<file path="config.mk">
export PLATFORM = sky130hd
export DESIGN_NAME = cbb_fifo
export DESIGN_NICKNAME = d
export VERILOG_FILES = /design/src/rtl/core/cbb_fifo.sv
export SDC_FILE = /design/constraint.sdc
export NUM_CORES = 1
export LEC_CHECK = 0
export ABC_AREA = 1
export BUFFER_PORTS_ARGS = -buffer_cell sky130_fd_sc_hd__buf_2
export CORE_MARGIN = 3
export CORE_UTILIZATION = 35
export CTS_CLUSTER_DIAMETER = 120
export DETAILED_ROUTE_END_ITERATION = 12
export SLEW_MARGIN = 20
export SYNTH_ARGS = -nofsm -noshare
export SYNTH_HDL_FRONTEND = slang
export SYNTH_SLANG_ARGS = --single-unit
</file>
<file path="constraint.sdc">
create_clock -name clk -period 1.5 [get_ports clk]
set_input_delay 0.15 -clock clk [delete_from_list [all_inputs] [get_ports clk]]
set_output_delay 0.15 -clock clk [all_outputs]
set_load 0.01 [all_outputs]
</file>
<file path="src/rtl/core/cbb_fifo.sv">
// small synchronous queue with a fill count
// no package dependencies
`default_nettype none

module cbb_fifo #(
    parameter int WIDTH = 1,
    parameter int DEPTH = 4
) (
    input  wire logic                       clk,
    input  wire logic                       rst_n,
    input  wire logic                       push,
    input  wire logic [WIDTH-1:0]           data_in,
    output logic                            full,
    input  wire logic                       pop,
    output logic [WIDTH-1:0]                data_out,
    output logic                            empty,
    output logic [$clog2(DEPTH+1)-1:0]      count
);

    localparam int PTR_W = $clog2(DEPTH);
    localparam int CNT_W = $clog2(DEPTH + 1);

    logic [WIDTH-1:0] mem [DEPTH];
    logic [PTR_W-1:0] wr_ptr_reg, wr_ptr_next;
    logic [PTR_W-1:0] rd_ptr_reg, rd_ptr_next;
    logic [CNT_W-1:0] cnt_reg, cnt_next;
    logic             wr_en;
    logic             rd_en;

    assign full     = (cnt_reg == CNT_W'(DEPTH));
    assign empty    = (cnt_reg == '0);
    assign count    = cnt_reg;
    assign wr_en    = push && !full;
    assign rd_en    = pop && !empty;
    assign data_out = mem[rd_ptr_reg];

    always_comb
    begin
        wr_ptr_next = wr_ptr_reg;
        rd_ptr_next = rd_ptr_reg;
        cnt_next    = cnt_reg;
        if (wr_en)
        begin
            wr_ptr_next = (wr_ptr_reg == PTR_W'(DEPTH - 1)) ? '0 : wr_ptr_reg + 1'b1;
        end
        if (rd_en)
        begin
            rd_ptr_next = (rd_ptr_reg == PTR_W'(DEPTH - 1)) ? '0 : rd_ptr_reg + 1'b1;
        end
        if (wr_en && !rd_en)
        begin
            cnt_next = cnt_reg + 1'b1;
        end
        else if (rd_en && !wr_en)
        begin
            cnt_next = cnt_reg - 1'b1;
        end
    end

    always_ff @(posedge clk or negedge rst_n)
    begin
        if (!rst_n)
        begin
            wr_ptr_reg <= '0;
            rd_ptr_reg <= '0;
            cnt_reg    <= '0;
        end
        else
        begin
            wr_ptr_reg <= wr_ptr_next;
            rd_ptr_reg <= rd_ptr_next;
            cnt_reg    <= cnt_next;
        end
    end

    always_ff @(posedge clk)
    begin
        if (wr_en)
        begin
            mem[wr_ptr_reg] <= data_in;
        end
    end

endmodule

`default_nettype wire

</file>
==> impl_metrics.csv <==
group,metric,value,unit
run_status,violations,"setup timing",
setup_path,critPathLaunchType,"flip-flop",
synthesis,yosysWarningCount,0,
sta,fin_skew,5.78,ps
synthesis,synth_mux_area_share,0,%
synthesis,syn_area_per_cell,8.86,um2
finish,largest_register,"mem",
pwr,p_per_area,1960,nW/um2
finish,largest_reg_flops,4,
sta,slew_viol_final,0,
pwr,ir_drop,1190,uV
synthesis,synth-xor-area-share,1.37,%
synthesis,synth_edf_count,4,
placement,globalplace.congestion,0.745,
global_route,grtUsageTotal,11.1,%
global_route,grt_max_degree,8,
clock_tree,clk_latency,270,ps
finish,syn2layout_area_growth,39.8,%
sta,whs,95.3,ps
placement,postPlaceCellArea,811,um2
drt,first_iter_violations,8,
floorplan,ios,11,
drt,dr_wl_met2,580,um
sta,setup_viol,2,
sta,fmaxAchievable,641,MHz
clock_tree,cts_htree_levels,1,
setup_path,crit_type,"reg -> reg",
setup_path,critPathMaxFanout,3,
synthesis,synth_top_area_share,27.5,%
sta,worst-slew-pin-transition,206,ps
setup_path,critPathRequiredTime,1670,ps
floorplan,placeableCoreArea,1610,um2
run_status,status,"finished with violations",
floorplan,die_h,48.7,um
synthesis,ys_seq_area_share,46.3,%
global_route,grt_pass1_vias,457,
pwr,p_leak,0.473,nW
drt,first_pass_iters,2,
drt,drt-vias-per-instance,4.29,
drt,vias,536,
sta,max-slew-margin-rel,86.2,%
drt,wl_met1,530,um
synthesis,synthFlopType,"dfrtp_1",
sta,setup_ws,-59.4,ps
synthesis,synth_compound_area_share,2.75,%
floorplan,start_util,39.6,%
clock_tree,clkSinkCount,11,
sta,hold_viol,0,
placement,dp_hpwl,897,um
min_path,hold_class,"in -> reg",
clock_tree,cts_tree,"done",
global_route,grt-ovfl-total,0,
floorplan,dieWidth,48.7,um
finish,post-route-cell-area,892,um2
synthesis,synthSimpleGateAreaFrac,24.7,%
synthesis,synth_top_family_by_area,"simple AND/OR/NAND/NOR gates",
global_route,grt_pass1_wl,1990,um
placement,place_ws,-134,ps
sta,timing.setup.tns,-114,ps
synthesis,syn_nets,84,
setup_path,end_kind,"flip-flop",
clock_tree,clk_path_buf_depth,2,
clock_tree,root_buffer,"clkbuf_4",
synthesis,ys_top_cells_by_area,"dfrtp_1, edfxtp_1, ha_1, inv_1, nand2_1",
drt,highest-signal-layer,"met4",
synthesis,ys_seq_elements,11,
sta,period_needed,1560,ps
synthesis,synthTopCellsByCount,"inv_1, nand2_1, dfrtp_1, ha_1, nor2_1",
run,maxCapViolCount,0,
synthesis,yosys.area.top_type,"dfrtp_1",
global_route,antenna_found_initial,0,
clock_tree,clk_pin_slew,70,ps
floorplan,die_area,2370,um2
finish,fin_nets,114,
sta,rsz0062_at_grt,"true",
drt,ant_nets,0,
finish,diodes,0,
synthesis,synthDistinctLibCells,17,
synthesis,yosys.area_share.adder,14.9,%
synthesis,synth_most_common_cell,"inv_1",
setup_path,critical_path_arrival,1720,ps
drt,remaining_drc_errors,0,
sta,min_period_over_period,104,%
drt,avgRoutedWirePerCell,9.63,um
synthesis,syn_inst,72,
finish,layout-drive-gt1-share,41.6,%
drt,dr_wl_met3,75,um
synthesis,syn_area,638,um2
clock_tree,cts-buffers-inserted,3,
placement,io_buffers,10,
floorplan,rows,14,
drt,totalWireLength,1200,um
synthesis,synthArstFlopShare,63.6,%
[per-stage QoR]
step	utilization [%]	std cells	power (W)
3_5_place_dp	50.3	115	0.00146
6_report	55.4	125	0.00175
2_1_floorplan	-	72	0.00111
4_1_cts	54.1	123	0.00173
5_1_grt	55.4	125	0.00194
3_3_place_gp	50.3	115	0.00144
[placed cells by master, fill, tap and decap left out, types with 2 or more instances in the layout]
cell type	synthesis	layout
buf_2	0	10
buf_4	0	14
clkbuf_4	0	3
dfrtp_1	7	5
dfrtp_2	0	2
edfxtp_1	4	4
ha_1	6	5
inv_1	17	12
inv_2	0	5
nand2_1	16	15
nand2_2	1	2
nand3_1	5	4
nand3_2	2	2
nor2_1	6	6
[final cells by class]
| class | instances | area (um2) |
|---|---|---|
| repair buffers | 25 | 165 |
| multi-input cells | 44 | 309 |
| flip-flops and latches | 11 | 298 |
| clock buffers | 4 | 26.3 |
| well taps | 24 | 30.0 |
| inverters | 17 | 63.8 |
| fillers | 158 | 719 |
[worst max-delay path, cell delays in order, from the launching register on]
cell,delay [ps]
dfrtp_2,440
inv_2,70
nand3_2,80
nand2_2,90
ha_4,130
inv_2,40
fa_2,340
inv_1,60
nand2_1,70
nand4_1,80
nand2_1,50
[power breakdown]
| part | switching [W] | internal [W] |
|---|---|---|
| sequential | 0.000114 | 0.000439 |
| clock | 0.0000999 | 0.000103 |
| combinational | 0.000496 | 0.000500 |
| total | 0.000710 | 0.00104 |
[path summary, 6_finish.rpt]
kind	start	to	slack [ps]	cells past startpoint
min in group asynchronous	rst_n	wr_ptr_reg[0]$_DFFE_PN0P_	250	2
max reg2reg	count[2]$_DFFE_PN0P_	count[2]$_DFFE_PN0P_	-60	10
min reg2reg	rd_ptr_reg[1]$_DFFE_PN0P_	rd_ptr_reg[1]$_DFFE_PN0P_	540	2
max in group asynchronous	rst_n	count[0]$_DFFE_PN0P_	1070	2
min	data_in	mem[0]$_DFFE_PP_	100	1
max	count[2]$_DFFE_PN0P_	count[2]$_DFFE_PN0P_	-60	10
[repair_timing]
action | CTS | global route
pin swaps | 4 | 2
setup endpoints to repair | 2 | 3
setup buffers | 3 | 2
hold buffers | 1 | 0
resized for setup | 3 | 1
hold endpoints to repair | 7 | 0
[per-layer routing]
| metal | up-vias | GRT usage (%) |
|---|---|---|
| met4 | 0 | 5.69 |
| met3 | 2 | 5.21 |
| met2 | 11 | 17.6 |
| met5 | - | 0 |
| li1 | 282 | - |
| met1 | 241 | 12.2 |
[cells by family after synthesis]
group / Yosys count
buf+inv: 17
xor+xnor: 1
fa+ha+maj: 7
flops: 11
simple gates: 33
compound gates: 3
Power figures use the tool's default switching activity.
