[src/rtl/core/cbb_pkg.sv]
// shared constants and types for the circle / box boundary test core
// no dependencies; used by cbb_front, cbb_back and the top level in rtl/core
`default_nettype none

package cbb_pkg;

    localparam int COORD_WIDTH_DEFAULT = 32;
    localparam int QUEUE_DEPTH_DEFAULT = 4;

    // configuration register indexes
    localparam logic [1:0] REG_CENTER_FIRST  = 2'd0;
    localparam logic [1:0] REG_CENTER_SECOND = 2'd1;
    localparam logic [1:0] REG_CIRCLE_RADIUS = 2'd2;
    localparam logic [1:0] REG_CYLINDER_AXIS = 2'd3;

    // cylinder axis codes
    localparam logic [1:0] AXIS_X = 2'd0;
    localparam logic [1:0] AXIS_Y = 2'd1;
    localparam logic [1:0] AXIS_Z = 2'd2;

    // per-box flags worked out by the front end
    typedef struct packed {
        logic contained;  // circle strictly inside the rectangle
        logic between_x;  // center first coordinate within the first bounds pair
        logic between_y;  // center second coordinate within the second bounds pair
        logic dx_nz;      // horizontal edges have nonzero length
        logic dy_nz;      // vertical edges have nonzero length
    } flags_t;

endpackage

`default_nettype wire

[src/rtl/core/cbb_front.sv]
// front end: picks the in-plane bounds, forms center offsets and flags
// depends on cbb_pkg
`default_nettype none

module cbb_front #(
    parameter int COORD_WIDTH = cbb_pkg::COORD_WIDTH_DEFAULT
) (
    input  wire logic [COORD_WIDTH-1:0] center_first,
    input  wire logic [COORD_WIDTH-1:0] center_second,
    input  wire logic [COORD_WIDTH-2:0] circle_radius,
    input  wire logic [1:0]             cylinder_axis,
    input  wire logic [COORD_WIDTH-1:0] box_x_low,
    input  wire logic [COORD_WIDTH-1:0] box_x_high,
    input  wire logic [COORD_WIDTH-1:0] box_y_low,
    input  wire logic [COORD_WIDTH-1:0] box_y_high,
    input  wire logic [COORD_WIDTH-1:0] box_z_low,
    input  wire logic [COORD_WIDTH-1:0] box_z_high,
    output logic [4*(COORD_WIDTH+1)+$bits(cbb_pkg::flags_t)-1:0] record
);

    localparam int W = COORD_WIDTH;

    logic signed [W-1:0] lo0, hi0, lo1, hi1;
    logic signed [W-1:0] cx, cy;
    logic signed [W:0]   dxl, dxh, dyl, dyh;
    logic signed [W+1:0] cx_e, cy_e, r_e;
    cbb_pkg::flags_t     flags;

    always_comb
    begin
        unique case (cylinder_axis)
            cbb_pkg::AXIS_X:
            begin
                lo0 = box_y_low;
                hi0 = box_y_high;
                lo1 = box_z_low;
                hi1 = box_z_high;
            end
            cbb_pkg::AXIS_Y:
            begin
                lo0 = box_x_low;
                hi0 = box_x_high;
                lo1 = box_z_low;
                hi1 = box_z_high;
            end
            default:
            begin
                lo0 = box_x_low;
                hi0 = box_x_high;
                lo1 = box_y_low;
                hi1 = box_y_high;
            end
        endcase
    end

    assign cx = center_first;
    assign cy = center_second;

    assign dxl = {lo0[W-1], lo0} - {cx[W-1], cx};
    assign dxh = {hi0[W-1], hi0} - {cx[W-1], cx};
    assign dyl = {lo1[W-1], lo1} - {cy[W-1], cy};
    assign dyh = {hi1[W-1], hi1} - {cy[W-1], cy};

    assign cx_e = {{2{cx[W-1]}}, cx};
    assign cy_e = {{2{cy[W-1]}}, cy};
    assign r_e  = {3'b000, circle_radius};

    always_comb
    begin
        flags.contained = (cx_e - r_e > $signed({{2{lo0[W-1]}}, lo0}))
                       && (cx_e + r_e < $signed({{2{hi0[W-1]}}, hi0}))
                       && (cy_e - r_e > $signed({{2{lo1[W-1]}}, lo1}))
                       && (cy_e + r_e < $signed({{2{hi1[W-1]}}, hi1}));
        // an edge segment spans the center's projection in either bound order
        flags.between_x = (lo0 <= cx && cx <= hi0) || (hi0 <= cx && cx <= lo0);
        flags.between_y = (lo1 <= cy && cy <= hi1) || (hi1 <= cy && cy <= lo1);
        flags.dx_nz     = (lo0 != hi0);
        flags.dy_nz     = (lo1 != hi1);
    end

    assign record = {flags, dyh, dyl, dxh, dxl};

endmodule

`default_nettype wire

[config.mk]
export PLATFORM = sky130hd
export DESIGN_NAME = cbb_front
export DESIGN_NICKNAME = d
export VERILOG_FILES = /design/src/rtl/core/cbb_pkg.sv /design/src/rtl/core/cbb_front.sv
export SDC_FILE = /design/constraint.sdc
export NUM_CORES = 1
export LEC_CHECK = 0
export BUFFER_PORTS_ARGS = -buffer_cell sky130_fd_sc_hd__buf_2
export CORE_MARGIN = 2
export CORE_UTILIZATION = 51
export DETAILED_ROUTE_END_ITERATION = 8
export GPL_ROUTABILITY_DRIVEN = 0
export MAX_ROUTING_LAYER = met4
export PLACE_DENSITY = 0.81
export SETUP_SLACK_MARGIN = 0.5
export SYNTH_ARGS = -nofsm -noshare
export SYNTH_HDL_FRONTEND = slang
export SYNTH_SLANG_ARGS = --single-unit
[constraint.sdc]
create_clock -name vclk -period 5.6
set_input_delay 0.28 -clock vclk [all_inputs]
set_output_delay 0.28 -clock vclk [all_outputs]
set_load 0.02 [all_outputs]
==> results.cfg <==
[min_path]
hp-class = in -> out

[sta]
rsz0062_at_grt = yes
relSlewSlack_pct = 38.6
timing.setup.tns_ns = 0
period_needed_ns = 5.18
slew_viol_final = 0
period_share_pct = 92.6
hold_viol_final = 0
max_freq_mhz = 193
whs_ns = 1.05
finalSetupViolations = 0
worst_pin_slew_ns = 0.913

[floorplan]
core_mm2 = 0.0357
rows = 69
start_util_pct = 52.0
die_width_um = 195
ioPinCount = 426
dieArea_mm2 = 0.0380
die_h_um = 195

[power]
p_total_mw = 3.68
irDropWorstVdd_mv = 0.127
leakage_nw = 11.3
power.density_mw_per_mm2 = 170

[worst_setup_path]
critPathMaxStageDelay_ns = 0.54
crit_path_cell_trace = buf_2 > inv_1 > ha_1 > inv_1 > nor3_1 > a21oi_1 > a21oi_2 > nand4_1 > nand2_1 > a211o_1 > a31oi_1 > ha_1 > o22ai_1 > a211oi_2 > o31ai_4 > a31oi_1 > nand4_1 > nor3_2 > and4b_1 > buf_6
slowest_stage = nor3_1
crit_fanout = 9
cp_num_buf_inv = 4
cp.required_ns = 5.32
crit_type = in -> out
critPathLaunchType = input pin
worst_ep_arrival_time_ns = 4.90
critPathTopFamily = compound AO/OA/AOI/OAI gates
endpoint_kind = output pin

[synthesis]
syn_area_per_cell_um2 = 7.03
synth_mux_area_share_pct = 7.05
synth-seq-area-share_pct = 0
synth_compound_gate_area_share_pct = 27.4
ys_types = 71
synthXorXnorAreaFrac_pct = 13.3
synth_top_family_by_area = compound AO/OA/AOI/OAI gates
syn-num-nets = 3328
postSynthCellCount = 2645
syn_area_mm2 = 0.0186
synth-simple-area-share_pct = 17.2
synthAdderAreaFrac_pct = 26.8
ys_warn_count = 0

[drt]
firstDrtPassIters = 7
drt-total-wl_um = 77700
vias_per_cell = 6.31
ant_nets = 0
drt_iter0_drc = 1948
routedWlPerCell_um = 22.1
drc = 0
num_vias = 22200

[layout]
stdcell_count = 3516
clock_buffers = 0
area_growth_pct = 16.5
ff_latch_area_um2 = 0
design_area_mm2 = 0.0217
layout-drive-gt1-share_pct = 17.5
seq_cells = 0
fin_nets = 3717

[grt]
grt_pass1_wl_um = 113000
met1_usage_pct = 47.3
overflow = 0
grtUsageMet3_pct = 5.31
first_global_vias = 20900
grt_max_degree = 65
use_met2_pct = 59.0
grt_usage_pct = 38.8
top_usage_layer = met2
antenna_found_initial = 20

[outcome]
status = complete, no violations

[clock_tree]
ctsHoldBuffers = 0

[placed_design]
dp_cells = 3472
dpl.hpwl_um = 66900
io_buffers = 426
post_dp_cell_area_mm2 = 0.0212

[flow_run]
maxCapViolations = 0
==> layout make-up <==
class / instances / area [µm²]
diodes: 23 / 57.6
inverters: 322 / 1210
fillers: 3318 / 14100
multi-input cells: 2242 / 17300
well taps: 461 / 577
repair buffers: 468 / 2490
==> power breakdown <==
part	leakage (nW)	switching (mW)	internal (mW)
Clock	0.000146	0	0.000000531
Sequential	0	0	0
Combinational	11.3	2.26	1.42
==> logic make-up (layout without fill, tap and decap cells) <==
group | count (synthesis) | in the layout
adder cells (fa/ha/maj) | 394 | 394
buffers and inverters | 403 | 790
XOR/XNOR | 283 | 283
other | 0 | 23
multiplexers | 131 | 131
AND/OR/NAND/NOR | 640 | 640
AO/OA/AOI/OAI | 794 | 794
==> synthesized netlist by cell type (5+ instances only) <==
cell type,number,area (µm²)
a2111oi_0,8,70.1
a211o_1,6,52.6
a211oi_1,39,293
a21boi_0,9,67.6
a21o_1,132,991
a21oi_1,260,1300
a221oi_1,10,87.6
a31o_2,5,43.8
a31oi_1,33,206
and2_1,14,87.6
and3_1,20,125
and4_1,5,43.8
clkbuf_1,76,285
fa_1,8,160
ha_1,386,4830
inv_1,321,1200
mux2i_1,131,1310
nand2_1,119,447
nand2b_1,38,238
nand3_1,51,255
nand4_1,61,382
nor2_1,191,717
nor2b_1,43,269
nor3_1,40,200
nor4_1,24,150
o211ai_1,16,120
o21a_1,36,270
o21ai_0,126,631
o21bai_1,43,323
o221ai_1,5,43.8
o22ai_1,5,31.3
o31ai_1,17,128
or2_2,5,31.3
or3_1,6,37.5
or4_1,7,52.6
xnor2_1,232,2030
xor2_1,51,447
==> per-layer routing <==
| metal | share of wire, % | vias to the layer above |
|---|---|---|
| met3 | 11 | 353 |
| met4 | 8.5 | 0 |
| met5 | 0 | - |
| met1 | 38 | 10100 |
| li1 | - | 10300 |
| met2 | 42 | 1485 |
==> stage by stage <==
step	worst slack (ns)	utilization, %
2_1_floorplan	1.07	-
3_3_place_gp	0.351	59.2
3_5_place_dp	0.155	59.2
4_1_cts	0.520	59.4
5_1_grt	0.252	60.6
6_report	0.417	60.6
==> final timing paths <==
check,from,end,slack [ns],cells after the start
hold / removal,center_second[0],record[66],1.05,4
setup / recovery,circle_radius[9],record[136],0.42,20
==> repair_timing <==
action / in CTS / in global routing
gates resized for setup: 12 / 49
pin swaps: 1 / 17
setup endpoints to repair: 1 / 11
buffers inserted: 1 / 20
==> cell usage in the layout, fill, tap and decap left out, drive strengths merged, types with 40 or more instances in the layout <==
master / count
ha: 386
nand2: 119
nor2: 191
a21o: 132
nor3: 40
nand4: 61
mux2i: 131
o21ai: 126
a211oi: 40
inv: 320
nand3: 51
buf: 466
nor2b: 43
a21oi: 261
xor2: 51
xnor2: 232
o21bai: 43
Power figures use the tool's default switching activity.
